**config.mk**
```make
export PLATFORM = sky130hd
export DESIGN_NAME = dks_ctrl
export DESIGN_NICKNAME = d
export VERILOG_FILES = /design/src/rtl/dks_pkg.sv /design/src/rtl/dks_ctrl.sv
export SDC_FILE = /design/constraint.sdc
export NUM_CORES = 1
export LEC_CHECK = 0
export ABC_AREA = 1
export BUFFER_PORTS_ARGS = -buffer_cell sky130_fd_sc_hd__buf_2
export CAP_MARGIN = 30
export CORE_AREA = 2 2 39 41
export CTS_CLUSTER_SIZE = 10
export DETAILED_ROUTE_END_ITERATION = 7
export DIE_AREA = 0 0 41 43
export HOLD_SLACK_MARGIN = 0.08
export SKIP_CTS_REPAIR_TIMING = 1
export SYNTH_ARGS = -nofsm -noshare
export SYNTH_HDL_FRONTEND = slang
export SYNTH_SLANG_ARGS = --single-unit
```
**constraint.sdc**
```tcl
create_clock -name clk -period 1.2 [get_ports clk]
set_clock_uncertainty 0.05 [all_clocks]
set_input_delay 0.18 -clock clk [delete_from_list [all_inputs] [get_ports clk]]
set_output_delay 0.18 -clock clk [all_outputs]
set_load 0.03 [all_outputs]
```
**src/rtl/dks_pkg.sv**
```systemverilog
`default_nettype none

package dks_pkg;

  localparam int MAX_ENTRIES = 64;
  localparam int IDX_W       = $clog2(MAX_ENTRIES);
  localparam int CNT_W       = $clog2(MAX_ENTRIES + 1);

  typedef struct packed {
    logic signed [31:0] depth_key;
    logic        [15:0] object_handle;
    logic        [15:0] texture_handle;
    logic               last_entry;
  } in_item_t;

  typedef struct packed {
    logic signed [31:0] out_key;
    logic        [15:0] out_object;
    logic        [15:0] out_texture;
    logic               out_last;
    logic               overflow_seen;
  } out_item_t;

  // one stored entry: key, object, texture
  typedef struct packed {
    logic signed [31:0] key;
    logic        [15:0] object;
    logic        [15:0] texture;
  } entry_t;

  // controller to datapath
  typedef struct packed {
    logic capture;    // latch arriving item, count full check
    logic rd_prev;    // read entry below the insert position
    logic shift;      // move read entry up one place
    logic place;      // write new entry at the insert position
    logic out_start;  // rewind position for the output run
    logic rd_out;     // read entry at the output position
    logic load_out;   // fill the output register
    logic out_done;   // output item taken, advance
    logic run_clear;  // end of run, clear count and drop flag
  } dks_cmd_t;

  // datapath to controller
  typedef struct packed {
    logic full;
    logic pos_zero;
    logic prev_less;
    logic new_last;
    logic last_out;
    logic out_taken;
  } dks_status_t;

endpackage

`default_nettype wire

```
**src/rtl/dks_ctrl.sv**
```systemverilog
`default_nettype none

module dks_ctrl (
  input  wire logic                 clk,
  input  wire logic                 rst,
  input  wire logic                 in_valid,
  input  wire logic                 in_last,
  output logic                      in_ready,
  input  wire dks_pkg::dks_status_t status,
  output dks_pkg::dks_cmd_t         cmd
);
  import dks_pkg::*;

  localparam logic [2:0] S_IDLE     = 3'd0;
  localparam logic [2:0] S_SHIFT_RD = 3'd1;
  localparam logic [2:0] S_SHIFT_CM = 3'd2;
  localparam logic [2:0] S_OUT_RD   = 3'd3;
  localparam logic [2:0] S_OUT_LD   = 3'd4;
  localparam logic [2:0] S_OUT_WAIT = 3'd5;

  logic [2:0] state;
  logic [2:0] state_next;

  always_ff @(posedge clk) begin
    if (rst) begin
      state <= S_IDLE;
    end else begin
      state <= state_next;
    end
  end

  always_comb begin
    state_next = state;
    cmd        = '0;
    in_ready   = 1'b0;
    unique case (state)
      S_IDLE: begin
        in_ready = 1'b1;
        if (in_valid) begin
          cmd.capture = 1'b1;
          if (!status.full) begin
            state_next = S_SHIFT_RD;
          end else if (in_last) begin
            cmd.out_start = 1'b1;
            state_next    = S_OUT_RD;
          end
        end
      end
      S_SHIFT_RD: begin
        if (status.pos_zero) begin
          cmd.place = 1'b1;
          if (status.new_last) begin
            cmd.out_start = 1'b1;
            state_next    = S_OUT_RD;
          end else begin
            state_next = S_IDLE;
          end
        end else begin
          cmd.rd_prev = 1'b1;
          state_next  = S_SHIFT_CM;
        end
      end
      S_SHIFT_CM: begin
        if (status.prev_less) begin
          cmd.shift  = 1'b1;
          state_next = S_SHIFT_RD;
        end else begin
          cmd.place = 1'b1;
          if (status.new_last) begin
            cmd.out_start = 1'b1;
            state_next    = S_OUT_RD;
          end else begin
            state_next = S_IDLE;
          end
        end
      end
      S_OUT_RD: begin
        cmd.rd_out = 1'b1;
        state_next = S_OUT_LD;
      end
      S_OUT_LD: begin
        cmd.load_out = 1'b1;
        state_next   = S_OUT_WAIT;
      end
      S_OUT_WAIT: begin
        if (status.out_taken) begin
          cmd.out_done = 1'b1;
          if (status.last_out) begin
            cmd.run_clear = 1'b1;
            state_next    = S_IDLE;
          end else begin
            state_next = S_OUT_RD;
          end
        end
      end
      default: begin
        state_next = S_IDLE;
      end
    endcase
  end

endmodule

`default_nettype wire

```
; ---- Word-level counts from Yosys, hierarchy flattened
; Index checks and enable logic that the tools add are counted.
[totals]
regBits = 3
input_bits = 10
wordCells = 40
[op_classes]
n_eq_ne = 8
mux = 29
n_reduce_logical = 2
[ops]
columns = op, count
row1 = case mux 3 bit (6 select lines), 1
row2 = two-way mux 3 bit, 5
row3 = two-way mux 1 bit, 14
row4 = two-way mux 2 bit, 7
row5 = "== test 3 x 2 -> 1 bit, second input constant", 2
row6 = "== test 3 bit, second input constant", 2
row7 = "!= test 2 bit, second input constant", 2
row8 = "== test 3 x 1 -> 1 bit, second input constant", 1
row9 = zero test 3 bit, 1
row10 = "!= test 3 bit, second input constant", 1
row11 = case mux 1 bit (3 select lines), 1
row12 = AND reduction 3 bit, 1
row13 = case mux 1 bit (2 select lines), 1

; ---- Longest topological paths before layout
[depth]
ltp_word = 4
depth_mapped = 7
ltp_nobuf = 7

; ---- Worst setup path before layout
; No wires, ideal clock.
[synth_timing]
path_kind = register to output
from = register state[0]
to = output cmd[5] (netlist bit)
t_arrival_ns = 1.180
required_time_ns = 0.970
slack_ns = -0.210
stages_incl_launch_ff = 5
cell_sequence = dfxtp_1 -> inv_2 -> nor3_1 -> inv_1 -> o22ai_1
[synth_rtl]
columns = item, line_no
row1 = from (decl), dks_ctrl.sv:21  ; logic [2:0] state;
row2 = from (signal assigned), dks_ctrl.sv:28  ; state <= state_next;
row3 = to (decl), dks_ctrl.sv:10  ; output dks_pkg::dks_cmd_t cmd

==> impl_metrics.tcl <==
set metrics [dict create \
    synth_area_leaders "dfxtp_1 19%, inv_1 13%, nor2_1 12%" \
    syn_area_um2 319 \
    synth_top_family_by_area "simple AND/OR/NAND/NOR gates" \
    drtPass1Iterations 4 \
    synth-async-reset-ratio_pct 0 \
    required_ns 0.97 \
    synthCells 55 \
    cellPowerDensity_nw_per_um2 1190 \
    wire_per_inst_um 9.60 \
    syn_nets 65 \
    stdcell_count 107 \
    grt_max_degree 6 \
    grt_pass1_vias 395 \
    clock_path_buffers 2 \
    nets 102 \
    muxShareOfSynthArea_pct 0 \
    drc 0 \
    synthAdderAreaFrac_pct 0 \
    top_register "state" \
    slew_viol_final 0 \
    p_switching_mw 0.346 \
    clock-sinks 3 \
    area_growth_pct 115 \
    synth-xor-area-share_pct 0 \
    slowest_delay_ns 0.36 \
    cts-root-buf "clkbuf_4" \
    grtUsageTotal_pct 11.7 \
    place_area_um2 543 \
    wl_mm 1.03 \
    ys_top_cells_by_count "11 x inv_1, 10 x nor2_1, 6 x nand3_1, 6 x nor2_2, 5 x nand2_1" \
    crit_type "reg -> out" \
    maxSlewHeadroom_pct 84.7 \
    max_cap_viol_count 0 \
    cp-start-kind "register" \
    h-tree-depth 1 \
    power.leakage_nw 0.344 \
    p_seq_share_pct 17.5 \
    cp-end-kind "output pin" \
    place_inst 101 \
    setup_slack_ns -0.220 \
    reg.largest.list "state: 3 flops" \
    grt.overflow.total 0 \
    synth_most_common_cell "inv_1" \
    antenna_found_initial 0 \
    outcome "complete, but fails checks" \
    hold_violations 0 \
    yosysSeqAreaShare_pct 18.8 \
    synth_top_area_share_pct 18.8 \
    dp_hpwl_um 761 \
    p_int_mw 0.468 \
    gp_congestion 0.773 \
    clk_latency_ns 0.23 \
    cts_tree "built" \
    dieWidth_um 41 \
    core_um2 1380 \
    synth_compound_area_share_pct 9.80 \
    worst-path-max-fanout 5 \
    rows 14 \
    die_h_um 43 \
    violations "negative setup slack" \
    largest_reg_flops 3 \
    ys_ff_latch 3 \
    cts_buffers 3 \
    grt_pass1_wl_mm 1.40 \
    drive_above_1_share_pct 70.3 \
    ios 20 \
    final_antenna_net_count 0 \
    crit_chain "nor3_2, inv_2, o22ai_2, buf_6" \
    final_cell_area_um2 686 \
    antenna_cells 0 \
    rsz0062_at_grt "true" \
    critPathSlowestCell "dfxtp_4" \
    fp.dieArea_um2 1760 \
    synth_edf_count 0 \
    start_util_pct 23.1 \
    path_clk_slew_ns 0.04 \
    fin_crit_sh_pct 118 \
    p_sw_share_pct 42.5 \
    synth_ff_type "dfxtp_1" \
    max-vdd-ir-drop_mv 0.696 \
    ys_warn_count 0 \
    min_period_ns 1.42 \
    first_iter_violations 11 \
    ys_types 17 \
    synth.largest_area_cell "dfxtp_1" \
    pwr-share-comb_pct 60.6 \
    via_per_inst 4.42 \
    tightest_slew_ns 0.228 \
    pwr-share-clk_pct 21.9 \
    setup_viol 11 \
    vias 473 \
    hold_path.class "in -> reg" \
    synth_simple_gate_area_share_pct 56.1 \
    worstPathArrival_ns 1.19 \
    syn_area_per_cell_um2 5.80 \
    whs_ns 0.0914 \
    postLayoutCoreUtil_pct 49.5 \
    fmax_mhz 704 \
    portBuffers 19 \
]
## path summary, 6_finish.rpt
check                           startpoint        to  slack (ns)  depth (start not counted)
worst max-delay path              state[1]    cmd[5]       -0.22                          4
worst min-delay path                   rst  state[0]        0.09                          2
worst min register to register    state[2]  state[1]        0.69                          6
worst max register to register    state[2]  state[1]       -0.01                          9
## metal layers
layer | GRT usage [%] | wire length [µm] | up-vias
li1 | - | - | 245
met1 | 13.8 | 404 | 215
met2 | 18.4 | 563 | 13
met3 | 3.14 | 59 | 0
met4 | 6.00 | 0 | 0
met5 | 0 | 0 | -
## critical path: cells and delay by family, from the launching register on
kind | cells | cell delay, ns
flops | 1 | 0.36
simple gates | 1 | 0.25
buf+inv | 2 | 0.24
compound gates | 1 | 0.11
## power by group through the flow
stage / clock network, mW / registers, mW / logic, mW
final: 0.178 / 0.143 / 0.493
after global placement: 0 / 0.132 / 0.401
after global routing: 0.196 / 0.144 / 0.530
after detailed placement: 0 / 0.133 / 0.403
after CTS: 0.183 / 0.131 / 0.404
after floorplan: 0 / 0.133 / 0.241
## through the flow
step	setup TNS (ns)	power, mW	setup WS (ns)
floorplan	-0.0608	0.374	-0.0608
global placement	-0.195	0.533	-0.0735
detailed placement	-0.297	0.535	-0.121
CTS	-2.60	0.719	-0.374
global route	-2.36	0.870	-0.270
finish	-1.69	0.814	-0.220
## cell type report
| class | instances | area (µm²) |
|---|---|---|
| Clock buffer | 4 | 26.3 |
| Fill cell | 140 | 698 |
| Inverter | 13 | 51.3 |
| Multi-Input combinational cell | 39 | 274 |
| Sequential cell | 3 | 68.8 |
| Tap cell | 16 | 20.0 |
| Timing Repair Buffer | 32 | 245 |
## placed cells by master, fill, tap and decap left out
master    netlist  routed
or2_2           1       1
inv_2           2       4
o21ai_1         2       2
dfxtp_2         0       1
nand3_2         2       4
nand4_1         1       1
nand2_1         5       4
clkbuf_4        0       4
nand2_2         1       1
nor2_4          0       5
nand2_4         1       2
nand3_1         6       4
nor2_1         10       6
buf_2           0      10
inv_4           0       1
a21oi_2         1       1
inv_1          11       8
buf_4           0      13
a31oi_1         1       1
nor3_2          0       1
o22ai_2         0       1
clkbuf_1        0       1
dfxtp_4         0       2
buf_6           0       8
nor2_2          6       5
## kinds of logic after synthesis
group	after synthesis
buf+inv	13
flops	3
compound gates	5
simple gates	34
No activity file was read; power rests on OpenSTA's default activity.
